<file path="config.mk">
export PLATFORM = sky130hd
export DESIGN_NAME = radix_digit_string_converter
export DESIGN_NICKNAME = d
export VERILOG_FILES = /design/src/rtl/rdsc_pkg.sv /design/src/rtl/rdsc_ram.sv /design/src/rtl/rdsc_fifo.sv /design/src/rtl/rdsc_front.sv /design/src/rtl/rdsc_back.sv /design/src/rtl/radix_digit_string_converter.sv
export SDC_FILE = /design/constraint.sdc
export NUM_CORES = 1
export LEC_CHECK = 0
export ABC_CLOCK_PERIOD_IN_PS = 6870
export BUFFER_PORTS_ARGS = -buffer_cell sky130_fd_sc_hd__buf_4
export CAP_MARGIN = 20
export CORE_ASPECT_RATIO = 1.2
export CORE_MARGIN = 1.5
export CORE_UTILIZATION = 60
export CTS_CLUSTER_DIAMETER = 150
export CTS_CLUSTER_SIZE = 40
export DETAILED_ROUTE_END_ITERATION = 8
export GPL_TIMING_DRIVEN = 0
export PLACE_DENSITY = 0.78
export SLEW_MARGIN = 20
export SYNTH_ARGS = -nofsm -noshare
export SYNTH_HDL_FRONTEND = slang
export SYNTH_SLANG_ARGS = --single-unit
</file>
<file path="constraint.sdc">
create_clock -name i_clk -period 6.87 [get_ports i_clk]
set_input_delay 1.374 -clock i_clk [delete_from_list [all_inputs] [get_ports i_clk]]
set_output_delay 1.374 -clock i_clk [all_outputs]
set_load 0.005 [all_outputs]
</file>
<file path="src/rtl/rdsc_pkg.sv">
// ----------------------------------------------------------------------------
// Radix digit string converter package
// Shared constants, control structs and the digit-to-ASCII mapping.
// ----------------------------------------------------------------------------
package rdsc_pkg;

    localparam int RADIX_W     = 6;
    localparam int MIN_W       = 6;
    localparam int CHAR_W      = 8;

    localparam logic [RADIX_W-1:0] RADIX_RESET = 6'd10;
    localparam logic [RADIX_W-1:0] RADIX_MIN   = 6'd2;
    localparam logic [RADIX_W-1:0] RADIX_MAX   = 6'd36;

    localparam logic [CHAR_W-1:0]  ASCII_ZERO  = 8'h30;
    localparam logic [CHAR_W-1:0]  ASCII_A     = 8'h41;
    localparam logic [CHAR_W-1:0]  CHAR_NONE   = 8'h00;

    // Per-command control, decided by the front end
    typedef struct packed {
        logic               is_empty;
        logic [RADIX_W-1:0] radix;
    } t_cmd_ctl;

    // One result character
    typedef struct packed {
        logic [CHAR_W-1:0] digit_char;
        logic              last;
        logic              empty_res;
    } t_res;

    // Digit value (0..35) to '0'-'9' / 'A'-'Z'
    function automatic logic [CHAR_W-1:0] digit_to_ascii(input logic [RADIX_W-1:0] d);
        logic [CHAR_W-1:0] d_ext;
        d_ext = {{(CHAR_W-RADIX_W){1'b0}}, d};
        if (d < 6'd10) begin
            return ASCII_ZERO + d_ext;
        end else begin
            return ASCII_A + d_ext - 8'd10;
        end
    endfunction

endpackage

</file>
<file path="src/rtl/rdsc_ram.sv">
// ----------------------------------------------------------------------------
// Generic single-port-write RAM
// One write port, one read port with registered read data.
// ----------------------------------------------------------------------------
module rdsc_ram #(
    parameter int WIDTH = 8,
    parameter int DEPTH = 32
) (
    input  logic                     i_clk,
    input  logic                     i_wr_en,
    input  logic [$clog2(DEPTH)-1:0] i_wr_addr,
    input  logic [WIDTH-1:0]         i_wr_data,
    input  logic                     i_rd_en,
    input  logic [$clog2(DEPTH)-1:0] i_rd_addr,
    output logic [WIDTH-1:0]         o_rd_data
);

    logic [WIDTH-1:0] r_mem [DEPTH];
    logic [WIDTH-1:0] r_rd_data;

    // Write port
    always_ff @(posedge i_clk) begin
        if (i_wr_en) begin
            r_mem[i_wr_addr] <= i_wr_data;
        end
    end

    // Registered read, held while not enabled
    always_ff @(posedge i_clk) begin
        if (i_rd_en) begin
            r_rd_data <= r_mem[i_rd_addr];
        end
    end

    assign o_rd_data = r_rd_data;

endmodule

</file>
<file path="src/rtl/rdsc_fifo.sv">
// ----------------------------------------------------------------------------
// Small synchronous FIFO
// Register-based queue; DEPTH must be a power of two, at least 2.
// ----------------------------------------------------------------------------
module rdsc_fifo #(
    parameter int WIDTH = 8,
    parameter int DEPTH = 2
) (
    input  logic             i_clk,
    input  logic             i_rst_n,
    input  logic             i_push,
    input  logic [WIDTH-1:0] i_data,
    output logic             o_full,
    input  logic             i_pop,
    output logic [WIDTH-1:0] o_data,
    output logic             o_empty
);

    localparam int PW = $clog2(DEPTH);
    localparam int CW = $clog2(DEPTH + 1);

    logic [WIDTH-1:0] r_mem [DEPTH];
    logic [PW-1:0]    r_wr_ptr, n_wr_ptr;
    logic [PW-1:0]    r_rd_ptr, n_rd_ptr;
    logic [CW-1:0]    r_count,  n_count;
    logic             do_push, do_pop;

    assign o_full  = (r_count == CW'(DEPTH));
    assign o_empty = (r_count == '0);
    assign o_data  = r_mem[r_rd_ptr];

    assign do_push = i_push && !o_full;
    assign do_pop  = i_pop && !o_empty;

    // Pointer and fill level update; pointers wrap naturally
    always_comb begin
        n_wr_ptr = do_push ? r_wr_ptr + 1'b1 : r_wr_ptr;
        n_rd_ptr = do_pop  ? r_rd_ptr + 1'b1 : r_rd_ptr;
        n_count  = r_count;
        if (do_push && !do_pop) begin
            n_count = r_count + 1'b1;
        end else if (do_pop && !do_push) begin
            n_count = r_count - 1'b1;
        end
    end

    always_ff @(posedge i_clk) begin
        if (!i_rst_n) begin
            r_wr_ptr <= '0;
            r_rd_ptr <= '0;
            r_count  <= '0;
        end else begin
            r_wr_ptr <= n_wr_ptr;
            r_rd_ptr <= n_rd_ptr;
            r_count  <= n_count;
        end
    end

    // Storage
    always_ff @(posedge i_clk) begin
        if (do_push) begin
            r_mem[r_wr_ptr] <= i_data;
        end
    end

endmodule

</file>
<file path="src/rtl/rdsc_front.sv">
// ----------------------------------------------------------------------------
// Converter front end
// Holds the radix register, saturates the minimum and flags empty results.
// ----------------------------------------------------------------------------
module rdsc_front #(
    parameter int VALUE_WIDTH = 32,
    parameter int MAX_DIGITS  = 32
) (
    input  logic                                i_clk,
    input  logic                                i_rst_n,
    // configuration
    input  logic                                i_cfg_valid,
    output logic                                o_cfg_ready,
    input  logic [rdsc_pkg::RADIX_W-1:0]        i_cfg_data,
    // incoming item
    input  logic [VALUE_WIDTH-1:0]              i_value,
    input  logic [rdsc_pkg::MIN_W-1:0]          i_min_digits,
    // classified command
    output logic [VALUE_WIDTH-1:0]              o_cmd_value,
    output logic [$clog2(MAX_DIGITS+1)-1:0]     o_cmd_min,
    output rdsc_pkg::t_cmd_ctl                  o_cmd_ctl
);

    localparam int CW = $clog2(MAX_DIGITS + 1);

    logic [rdsc_pkg::RADIX_W-1:0] r_radix;
    logic                         radix_ok;
    logic                         zero_run;

    assign o_cfg_ready = 1'b1;

    // Radix register
    always_ff @(posedge i_clk) begin
        if (!i_rst_n) begin
            r_radix <= rdsc_pkg::RADIX_RESET;
        end else if (i_cfg_valid) begin
            r_radix <= i_cfg_data;
        end
    end

    // Classification: bad radix or zero value with zero minimum gives no digits
    assign radix_ok = (r_radix >= rdsc_pkg::RADIX_MIN) && (r_radix <= rdsc_pkg::RADIX_MAX);
    assign zero_run = (i_value == '0) && (i_min_digits == '0);

    always_comb begin
        o_cmd_value        = i_value;
        o_cmd_ctl.is_empty = !radix_ok || zero_run;
        o_cmd_ctl.radix    = r_radix;
        // minimum saturates at the buffer depth
        if ({1'b0, i_min_digits} > 7'(MAX_DIGITS)) begin
            o_cmd_min = CW'(MAX_DIGITS);
        end else begin
            o_cmd_min = CW'(i_min_digits);
        end
    end

endmodule

</file>
<file path="src/rtl/rdsc_back.sv">
// ----------------------------------------------------------------------------
// Converter back end
// Bit-serial division by the radix, digit storage, reversed character output.
// ----------------------------------------------------------------------------
module rdsc_back #(
    parameter int VALUE_WIDTH = 32,
    parameter int MAX_DIGITS  = 32
) (
    input  logic                            i_clk,
    input  logic                            i_rst_n,
    // command queue side
    input  logic                            i_cmd_empty,
    input  logic [VALUE_WIDTH-1:0]          i_cmd_value,
    input  logic [$clog2(MAX_DIGITS+1)-1:0] i_cmd_min,
    input  rdsc_pkg::t_cmd_ctl              i_cmd_ctl,
    output logic                            o_cmd_pop,
    // result queue side
    input  logic                            i_res_full,
    output logic                            o_res_push,
    output rdsc_pkg::t_res                  o_res
);

    localparam int CW = $clog2(MAX_DIGITS + 1);
    localparam int AW = $clog2(MAX_DIGITS);
    localparam int SW = $clog2(VALUE_WIDTH);
    localparam int RW = rdsc_pkg::RADIX_W;

    typedef enum logic [1:0] {
        ST_IDLE,
        ST_DIV,
        ST_RD,
        ST_PUSH
    } t_state;

    t_state           r_state, n_state;
    logic [VALUE_WIDTH-1:0] r_v, n_v;
    logic [RW-1:0]    r_rem,   n_rem;
    logic [RW-1:0]    r_radix, n_radix;
    logic [CW-1:0]    r_min,   n_min;
    logic [CW-1:0]    r_cnt,   n_cnt;
    logic [SW-1:0]    r_step,  n_step;
    logic [AW-1:0]    r_idx,   n_idx;

    logic [RW:0]      rem_sh;
    logic [RW:0]      rem_sub;
    logic             ge;
    logic [RW-1:0]    rem_new;
    logic [VALUE_WIDTH-1:0] quot;
    logic [CW-1:0]    cnt_inc;
    logic             more;
    logic             step_last;

    logic             ram_wr_en;
    logic             ram_rd_en;
    logic [RW-1:0]    ram_rd_data;

    // One restoring division step per cycle
    assign rem_sh    = {r_rem, r_v[VALUE_WIDTH-1]};
    assign rem_sub   = rem_sh - {1'b0, r_radix};
    assign ge        = (rem_sh >= {1'b0, r_radix});
    assign rem_new   = ge ? rem_sub[RW-1:0] : rem_sh[RW-1:0];
    assign quot      = {r_v[VALUE_WIDTH-2:0], ge};
    assign step_last = (r_step == SW'(VALUE_WIDTH - 1));
    assign cnt_inc   = r_cnt + 1'b1;
    assign more      = ((quot != '0) || (cnt_inc < r_min)) && (cnt_inc < CW'(MAX_DIGITS));

    assign ram_wr_en = (r_state == ST_DIV) && step_last;
    assign ram_rd_en = (r_state == ST_RD);

    // Digit buffer, least significant digit at address 0
    rdsc_ram #(
        .WIDTH (RW),
        .DEPTH (MAX_DIGITS)
    ) u_digit_buf (
        .i_clk     (i_clk),
        .i_wr_en   (ram_wr_en),
        .i_wr_addr (r_cnt[AW-1:0]),
        .i_wr_data (rem_new),
        .i_rd_en   (ram_rd_en),
        .i_rd_addr (r_idx),
        .o_rd_data (ram_rd_data)
    );

    // Sequencer next state
    always_comb begin
        n_state    = r_state;
        n_v        = r_v;
        n_rem      = r_rem;
        n_radix    = r_radix;
        n_min      = r_min;
        n_cnt      = r_cnt;
        n_step     = r_step;
        n_idx      = r_idx;
        o_cmd_pop  = 1'b0;
        o_res_push = 1'b0;
        o_res.digit_char = rdsc_pkg::digit_to_ascii(ram_rd_data);
        o_res.last       = (r_idx == '0);
        o_res.empty_res  = 1'b0;

        unique case (r_state)
            ST_IDLE: begin
                if (!i_cmd_empty) begin
                    if (i_cmd_ctl.is_empty) begin
                        // single empty marker
                        o_res.digit_char = rdsc_pkg::CHAR_NONE;
                        o_res.last       = 1'b1;
                        o_res.empty_res  = 1'b1;
                        if (!i_res_full) begin
                            o_res_push = 1'b1;
                            o_cmd_pop  = 1'b1;
                            n_cnt      = '0;
                        end
                    end else begin
                        o_cmd_pop = 1'b1;
                        n_v       = i_cmd_value;
                        n_min     = i_cmd_min;
                        n_radix   = i_cmd_ctl.radix;
                        n_rem     = '0;
                        n_step    = '0;
                        n_cnt     = '0;
                        n_state   = ST_DIV;
                    end
                end
            end
            ST_DIV: begin
                n_v    = quot;
                n_rem  = rem_new;
                n_step = r_step + 1'b1;
                if (step_last) begin
                    // digit written this cycle at index r_cnt
                    n_cnt  = cnt_inc;
                    n_rem  = '0;
                    n_step = '0;
                    if (!more) begin
                        n_idx   = r_cnt[AW-1:0];
                        n_state = ST_RD;
                    end
                end
            end
            ST_RD: begin
                n_state = ST_PUSH;
            end
            ST_PUSH: begin
                if (!i_res_full) begin
                    o_res_push = 1'b1;
                    if (r_idx == '0) begin
                        n_state = ST_IDLE;
                    end else begin
                        n_idx   = r_idx - 1'b1;
                        n_state = ST_RD;
                    end
                end
            end
            default: begin
                n_state = ST_IDLE;
            end
        endcase
    end

    // State and working registers
    always_ff @(posedge i_clk) begin
        if (!i_rst_n) begin
            r_state <= ST_IDLE;
            r_cnt   <= '0;
        end else begin
            r_state <= n_state;
            r_cnt   <= n_cnt;
        end
        r_v     <= n_v;
        r_rem   <= n_rem;
        r_radix <= n_radix;
        r_min   <= n_min;
        r_step  <= n_step;
        r_idx   <= n_idx;
    end

endmodule

</file>
<file path="src/rtl/radix_digit_string_converter.sv">
// ----------------------------------------------------------------------------
// Radix digit string converter
// Converts an unsigned value to an ASCII digit string in a programmable radix.
// ----------------------------------------------------------------------------
// Usage:
//   Input queue: drive i_value and i_min_digits with i_push; a transfer takes
//   place when i_push is high and o_full is low. Two commands can wait.
//   Result queue: while o_empty is low the oldest character sits on
//   o_digit_char / o_last / o_empty_res; i_pop takes it.
//   Configuration: i_cfg_data is written to the radix register on a transfer
//   of i_cfg_valid / o_cfg_ready (always ready); write only when idle.
//   Characters leave most significant first, padded with '0' to the minimum,
//   o_last on the final one. A bad radix or a zero value with zero minimum
//   gives one result with o_empty_res set and o_digit_char zero.
// Operation:
//   Each digit comes from the one-bit-per-cycle divider, and each character
//   is read back through the digit RAM read port before it is pushed.
//   Items are handled one at a time.
// Reset: synchronous, active low; radix returns to 10, both queues empty.
// A stalled result queue holds the back end; the input queue keeps filling.
// ----------------------------------------------------------------------------
module radix_digit_string_converter #(
    parameter int VALUE_WIDTH = 32,
    parameter int MAX_DIGITS  = 32
) (
    input  logic                          i_clk,
    input  logic                          i_rst_n,
    // configuration
    input  logic                          i_cfg_valid,
    output logic                          o_cfg_ready,
    input  logic [rdsc_pkg::RADIX_W-1:0]  i_cfg_data,
    // input queue
    input  logic                          i_push,
    output logic                          o_full,
    input  logic [VALUE_WIDTH-1:0]        i_value,
    input  logic [rdsc_pkg::MIN_W-1:0]    i_min_digits,
    // result queue
    output logic                          o_empty,
    input  logic                          i_pop,
    output logic [rdsc_pkg::CHAR_W-1:0]   o_digit_char,
    output logic                          o_last,
    output logic                          o_empty_res
);

    localparam int CW     = $clog2(MAX_DIGITS + 1);
    localparam int CTL_W  = $bits(rdsc_pkg::t_cmd_ctl);
    localparam int CMD_W  = VALUE_WIDTH + CW + CTL_W;
    localparam int RES_W  = $bits(rdsc_pkg::t_res);

    logic [VALUE_WIDTH-1:0]  fe_value;
    logic [CW-1:0]           fe_min;
    rdsc_pkg::t_cmd_ctl      fe_ctl;

    logic [CMD_W-1:0]        cmd_wdata, cmd_rdata;
    logic                    cmd_empty, cmd_pop;
    logic [VALUE_WIDTH-1:0]  be_value;
    logic [CW-1:0]           be_min;
    rdsc_pkg::t_cmd_ctl      be_ctl;

    rdsc_pkg::t_res          be_res, out_res;
    logic                    res_push, res_full;
    logic [RES_W-1:0]        res_rdata;

    // Front end
    rdsc_front #(
        .VALUE_WIDTH (VALUE_WIDTH),
        .MAX_DIGITS  (MAX_DIGITS)
    ) u_front (
        .i_clk        (i_clk),
        .i_rst_n      (i_rst_n),
        .i_cfg_valid  (i_cfg_valid),
        .o_cfg_ready  (o_cfg_ready),
        .i_cfg_data   (i_cfg_data),
        .i_value      (i_value),
        .i_min_digits (i_min_digits),
        .o_cmd_value  (fe_value),
        .o_cmd_min    (fe_min),
        .o_cmd_ctl    (fe_ctl)
    );

    // Command queue between front and back
    assign cmd_wdata = {fe_value, fe_min, fe_ctl};

    rdsc_fifo #(
        .WIDTH (CMD_W),
        .DEPTH (2)
    ) u_cmd_q (
        .i_clk   (i_clk),
        .i_rst_n (i_rst_n),
        .i_push  (i_push),
        .i_data  (cmd_wdata),
        .o_full  (o_full),
        .i_pop   (cmd_pop),
        .o_data  (cmd_rdata),
        .o_empty (cmd_empty)
    );

    assign {be_value, be_min, be_ctl} = cmd_rdata;

    // Back end
    rdsc_back #(
        .VALUE_WIDTH (VALUE_WIDTH),
        .MAX_DIGITS  (MAX_DIGITS)
    ) u_back (
        .i_clk       (i_clk),
        .i_rst_n     (i_rst_n),
        .i_cmd_empty (cmd_empty),
        .i_cmd_value (be_value),
        .i_cmd_min   (be_min),
        .i_cmd_ctl   (be_ctl),
        .o_cmd_pop   (cmd_pop),
        .i_res_full  (res_full),
        .o_res_push  (res_push),
        .o_res       (be_res)
    );

    // Result queue
    rdsc_fifo #(
        .WIDTH (RES_W),
        .DEPTH (2)
    ) u_res_q (
        .i_clk   (i_clk),
        .i_rst_n (i_rst_n),
        .i_push  (res_push),
        .i_data  (be_res),
        .o_full  (res_full),
        .i_pop   (i_pop),
        .o_data  (res_rdata),
        .o_empty (o_empty)
    );

    assign out_res      = res_rdata;
    assign o_digit_char = out_res.digit_char;
    assign o_last       = out_res.last;
    assign o_empty_res  = out_res.empty_res;

endmodule

</file>
Word-level counts from Yosys, hierarchy flattened
Memory sizes are Yosys's and may differ from the RTL's. A register that Yosys moved wholly into a read port is not among the register bits.
Index checks and enable logic that the tools add are counted.
- memories: 3
- register bits: 82
- memory bits (writable): 302
- output and inout bits: 13
- logic and storage cells: 149
- $add $sub $neg: 15
- magnitude comparators: 7
- mux-type cells: 55
- reductions and logical operators: 39
- eq/ne operators: 13
- bitwise gates (word level): 2
- memories (name ; depth ; width ; read ports ; clocked after Yosys merged registers in ; wr ports ; RTL line ; RTL):
    u_back.u_digit_buf.r_mem ; 32 ; 6 ; 1 ; 1 ; 1 ; rdsc_ram.sv:18 ; logic [WIDTH-1:0] r_mem [DEPTH];
    u_cmd_q.r_mem ; 2 ; 45 ; 1 ; 1 ; 1 ; rdsc_fifo.sv:22 ; logic [WIDTH-1:0] r_mem [DEPTH];
    u_res_q.r_mem ; 2 ; 10 ; 1 ; 1 ; 1 ; rdsc_fifo.sv:22 ;
- operator list (operator ; number):
    $mux W32 ; 2
    $pmux W32 S2 ; 1
    $mux W6 ; 9
    $mux W5 ; 7
    $logic_not A32 Y1 ; 1
    $reduce_bool A32 Y1 ; 1
    $mux W10 ; 3
    $pmux W6 S2 ; 2
    $mux W2 ; 10
    $pmux W5 S2 ; 2
    $mux W1 ; 16
    $logic_and A1 B1 Y1 ; 12
    $ne A2 B2 Y1 const B ; 5
    $reduce_and A5 Y1 ; 2
    $logic_not A1 Y1 ; 9
    $add A7 B6 Y8 const A ; 1
    $eq A2 B2 Y1 const B ; 4
    $mux W8 ; 1
    $pmux W2 S4 ; 1
    $reduce_bool A2 Y1 ; 4
    $sub A8 B4 Y8 const B ; 1
    $add A6 B6 Y7 const A ; 1
    $ge A7 B6 Y1 ; 1
    $add A6 B1 Y6 const B ; 1
    24 further kinds ; 34

Logic depth before layout (Yosys ltp)
- depth after elaboration: 10
- gate-level depth with buffers: 10
- gate-level depth less buffers: 10

Hierarchy
From an unflattened synthesis, not the netlist that was laid out.
- cell total of the unflattened synthesis: 954
- area, all modules: 16457.0 um^2
- modules (own cells, without submodules) (module ; sequential area each (um^2) ; times used ; area an instance (um^2) ; cells an instance):
    rdsc_ram ; 5945.7 ; 1 ; 7649.8 ; 323
    rdsc_back ; 1961.9 ; 1 ; 3772.4 ; 332
    rdsc_fifo (u_cmd_q) ; 2802.7 ; 1 ; 3478.3 ; 165
    rdsc_fifo (u_res_q) ; 700.7 ; 1 ; 945.9 ; 57
    rdsc_front ; 120.1 ; 1 ; 610.6 ; 77

Worst setup path after synthesis
No wires, ideal clock.
- kind: register to register
- start: register with a tool-made name
- end: register u_back.r_rem[0], enable pin
- arrival time: 4027 ps
- path slack: 2340 ps
- path buffers: 1
- cell stages (with the launch flop): 4
- setup time: 503 ps
- period minus slack after synthesis: 4530 ps
- cell sequence: dfxtp_1 -> clkbuf_1 -> mux2_2 -> o21ai_0
- RTL lines (element ; RTL line ; RTL):
    end signal, assigned ; rdsc_back.sv:170 ; r_rem <= n_rem;
    end, declared ; rdsc_back.sv:37 ; logic [RW-1:0] r_rem, n_rem;

Worst setup path in the final report
- start: register u_back.r_state[1]
- end: memory u_back.u_digit_buf.r_mem[13][1] (netlist name), enable pin
- word-level cells in the longest chain between the ends: 4
- RTL lines (element ; RTL line ; RTL):
    start, declared ; rdsc_back.sv:35 ; t_state r_state, n_state;
    start signal, assigned ; rdsc_back.sv:166 ; r_state <= n_state;
    $eq A2 B1 Y1 ; rdsc_back.sv:67 ; assign ram_wr_en = (r_state == ST_DIV) && step_last;
    $logic_and A1 B1 Y1 ; rdsc_back.sv:67 ;
    $mux W1 ; rdsc_ram.sv:23 ; if (i_wr_en) begin
    $mux W1 (implied by the code) ; rdsc_ram.sv:24 ; r_mem[i_wr_addr] <= i_wr_data;
    end, declared ; rdsc_ram.sv:18 ;
No other way between the ends.

==> results.md <==
* Critical path cell sequence: inv_1 > ha_1 > clkbuf_1 > clkbuf_1 > nand3_1 > nor3_1
* DR pass1 iterations at 4
* Num CTS Buffers at 13
* Die Height at 182 um
* Max Slew Vio Count at 0
* Ports at 62
* Final net count at 1111
* P per Cell Area at 401 nW/um2
* Status: completed
* Horiz. Die Dim at 152 um
* CP startpoint: u_back.r_state[1]
* Starting Density at 0.608
* CP Depth at 6
* Final Skew at 0.0252 ns
* End of the critical path: u_back.u_digit_buf.r_mem[13][1]
* CTS root buf: clkbuf_16
* Top FF cell, synth: edfxtp_1
* RSZ-0062 raised after global routing: no
* Longest Clk Path Bufs at 3
* Met3 usage at 0.0217
* CTS clk-pin slew, worst paths at 0.14 ns
* CP max stage delay at 0.89 ns
* Met1 Use GR at 0.271
* Leading cell types by count after synthesis: edfxtp_1 (366), nor2_1 (72), mux4_2 (60)
* Share of cells above drive strength 1 at 0.185
* Crit path max-delay cell type: nor3_1
* Leading post-synthesis cells by cell area: edfxtp_1 (69%), mux4_2 (8.5%), dfxtp_1 (3.0%), mux2i_1 (2.4%), mux2_2 (2.1%)
* Diodes inserted at 0
* Initial antenna violation count at 0
* Yosys reg bits at 390
* Highest clock rate at roughly 0.29 GHz
* CP arrival at between 3 and 4 ns
* Post-Syn Instances at between 900 and 1k
* Area leader, netlist: edfxtp_1
* Fraction of registers with async set/reset at 0
* DR vias/cell at about 6
* Wirelength per Cell at 21.6 um
* Overall Global Routing Usage at 0.219
* Cts-stage hold buffer count at 0
* Placeable Area at 26300 um2
* Req. time, crit path at ~7.0 ns
* Largest net degree at the start of global routing at 42
* Setup violators final at 0
* Reg2reg setup slack at 3.44 ns
* Total Neg Setup Slack at 0 ns
* Period utilization at 0.499
* DP Wirelength at 21000 um
* Clk sink count at 390
* CP delay by family, top: simple AND/OR/NAND/NOR gates
* Hold Fails Final Rpt at 0
* Worst relative slew slack at 0.293
* Quantity of I/O buffers inserted on ports at 58
* Drt drc at 0
* Most common cell in the netlist: edfxtp_1
* CP max FO at 10
* Worst-Margin Slew at 1.05 ns
* First-pass GRT wire length at 46300 um
* Placed insts at 1355
* Gpl congestion at 0.824
* CTS tree: built
* Row count at 65
* Max cap viols at 0
* Gr busiest metal: met2
* CP Buf/Inv Count at 3
* Average size of a mapped cell at 16.8 um2
* Setup CP Type: flop to flop
* Post_cts resized at 0
* Final cell count without fillers at 1374
* Synth-to-Final Area Change at 9.01%
* Seq/Total Area, Yosys at 0.718
* Grt ovf at 0
* EDFF count, synth at between 300 and 400
* Clock latency on the worst-skew pair at approximately 0.52 ns
* Leak at 5.68 nW
* HP Class: flop to flop
* M2 GR Usage at 0.402
* # fillers at 1792
* Number of global-route vias before repair at 8492
* Post-CTS Setup Inserts at 0
* DR iter-0 viols at 531
* Post-synth top area share at 0.688
* Vias at around 8.3k
* Reg2reg start: u_back.r_state[1]
* Post-layout min period at about 3.4 ns
* Cell variety after synth at 50
* Most frequent CP cell: clkbuf_1
* Peak VDD IR at roughly 0.38 mV
* CP Launch Type: flop
* Warnings from Yosys at 0
* Final wirelength at 29600 um
* Crit Reg-Reg Endpoint: u_back.u_digit_buf.r_mem[13][1]
* Net Count, Synth at around 1k
* Worst Reg-to-Reg Cells at 6
* Critical path capture point type: flop
* DRT antenna net count at 0
* H-tree Lvls at 1
* Mapped cell area at approximately 16000 um2
* Die area at around 28000 um2
-- how the worst min path moves through the flow --
stage,start,endpoint,slack (ns),depth (start not counted)
3_3_place_gp,u_front.r_radix[3],u_cmd_q.r_mem[0][3],0.48,0
6_report,u_res_q.r_count[1],u_res_q.r_count[1],0.52,2
4_1_cts,u_front.r_radix[3],u_cmd_q.r_mem[0][3],0.52,0
3_5_place_dp,u_front.r_radix[3],u_cmd_q.r_mem[0][3],0.49,0
2_1_floorplan,u_front.r_radix[0],u_cmd_q.r_mem[0][0],0.44,0
5_1_grt,u_front.r_radix[0],u_cmd_q.r_mem[1][0],0.54,0
-- worst register-to-register path, stage by stage (launching register included) --
cell,delay (ns)
dfxtp_1,0.36
inv_1,0.10
ha_1,0.17
clkbuf_1,0.39
clkbuf_1,0.51
nand3_1,0.62
nor3_1,0.89
-- metal layers --
layer,vias to the layer above,share of wire
li1,3825,-
met1,4123,0.38
met2,278,0.54
met3,53,0.051
met4,0,0.031
met5,-,0
-- layout by cell type, fill, tap and decap left out, types with 5 or more instances in the layout --
cell type  synthesis  final
clkbuf_1          30     34
nor2_1            72     71
mux4_2            60     60
nand3_1           10     10
mux2i_1           39     39
nor3_1             8      7
buf_4              2     62
nand2_1           58     58
buf_1              5      5
clkbuf_16          0     13
o21ai_0           49     48
mux2_2            30     30
nor2b_1           10     10
a21oi_1           17     15
edfxtp_1         366    366
dfxtp_1           24     24
ha_1              26     26
nand2b_1           9      9
buf_2              6      6
xor2_1            11     11
inv_1             29     29
and2_1            10     10
xnor2_1           11     11
nor4_1            18     18
-- final cells by class --
cell class	instances	area, um2	area share
flip-flops and latches	390	11500	0.659
clock buffers	17	340	0.0195
repair buffers	67	599	0.0344
multi-input cells	491	4280	0.246
inverters	29	109	0.00625
clock inverters	2	20.0	0.00115
well taps	335	419	0.0241
plain buffers	43	176	0.0101
-- cell families (layout without fill, tap and decap cells) --
family / after synthesis / count (layout) / share of synthesized area
adder cells (fa/ha/maj): 27 / 27 / 0.0216
XOR/XNOR: 22 / 22 / 0.0121
other: 2 / 2 / 0.000470
flip-flops: 390 / 390 / 0.718
multiplexers: 129 / 129 / 0.130
AO/OA/AOI/OAI: 94 / 94 / 0.0345
buffers and inverters: 72 / 158 / 0.0179
AND/OR/NAND/NOR: 217 / 217 / 0.0655
-- per-stage QoR --
step	util	total power [mW]	hold WS, ns	setup slack [ns]	cell area (um2)
after floorplan	-	5.07	0.442	2.34	16000
after global placement	0.641	5.76	0.482	0.527	16800
after detailed placement	0.649	6.06	0.489	3.61	17100
after CTS	0.663	7.03	0.519	3.57	17400
after global routing	0.663	7.33	0.536	3.19	17400
final	0.663	6.99	0.522	3.44	17400
-- state kept, by name (all words and copies together) (netlist names), named ones only --
signal                        count
u_back.u_digit_buf.r_mem        192
u_cmd_q.r_mem                    90
u_back.r_v                       32
u_res_q.r_mem                    18
u_back.r_cnt                      6
u_back.r_min                      6
u_back.r_radix                    6
u_back.r_rem                      6
u_back.u_digit_buf.o_rd_data      6
u_front.r_radix                   6
u_back.r_idx                      5
u_back.r_step                     5
u_back.r_state                    2
u_cmd_q.r_count                   2
u_res_q.r_count                   2
u_cmd_q.r_rd_ptr                  1
u_cmd_q.r_wr_ptr                  1
u_res_q.r_rd_ptr                  1
u_res_q.r_wr_ptr                  1
-- power by group --
group / internal, mW / switching (mW) / total (mW)
Combinational: 0.852 / 1.43 / 2.28
Sequential: 3.56 / 0.144 / 3.70
Clock: 0.364 / 0.646 / 1.01
Note: power is estimated with default switching activity, not from simulation.
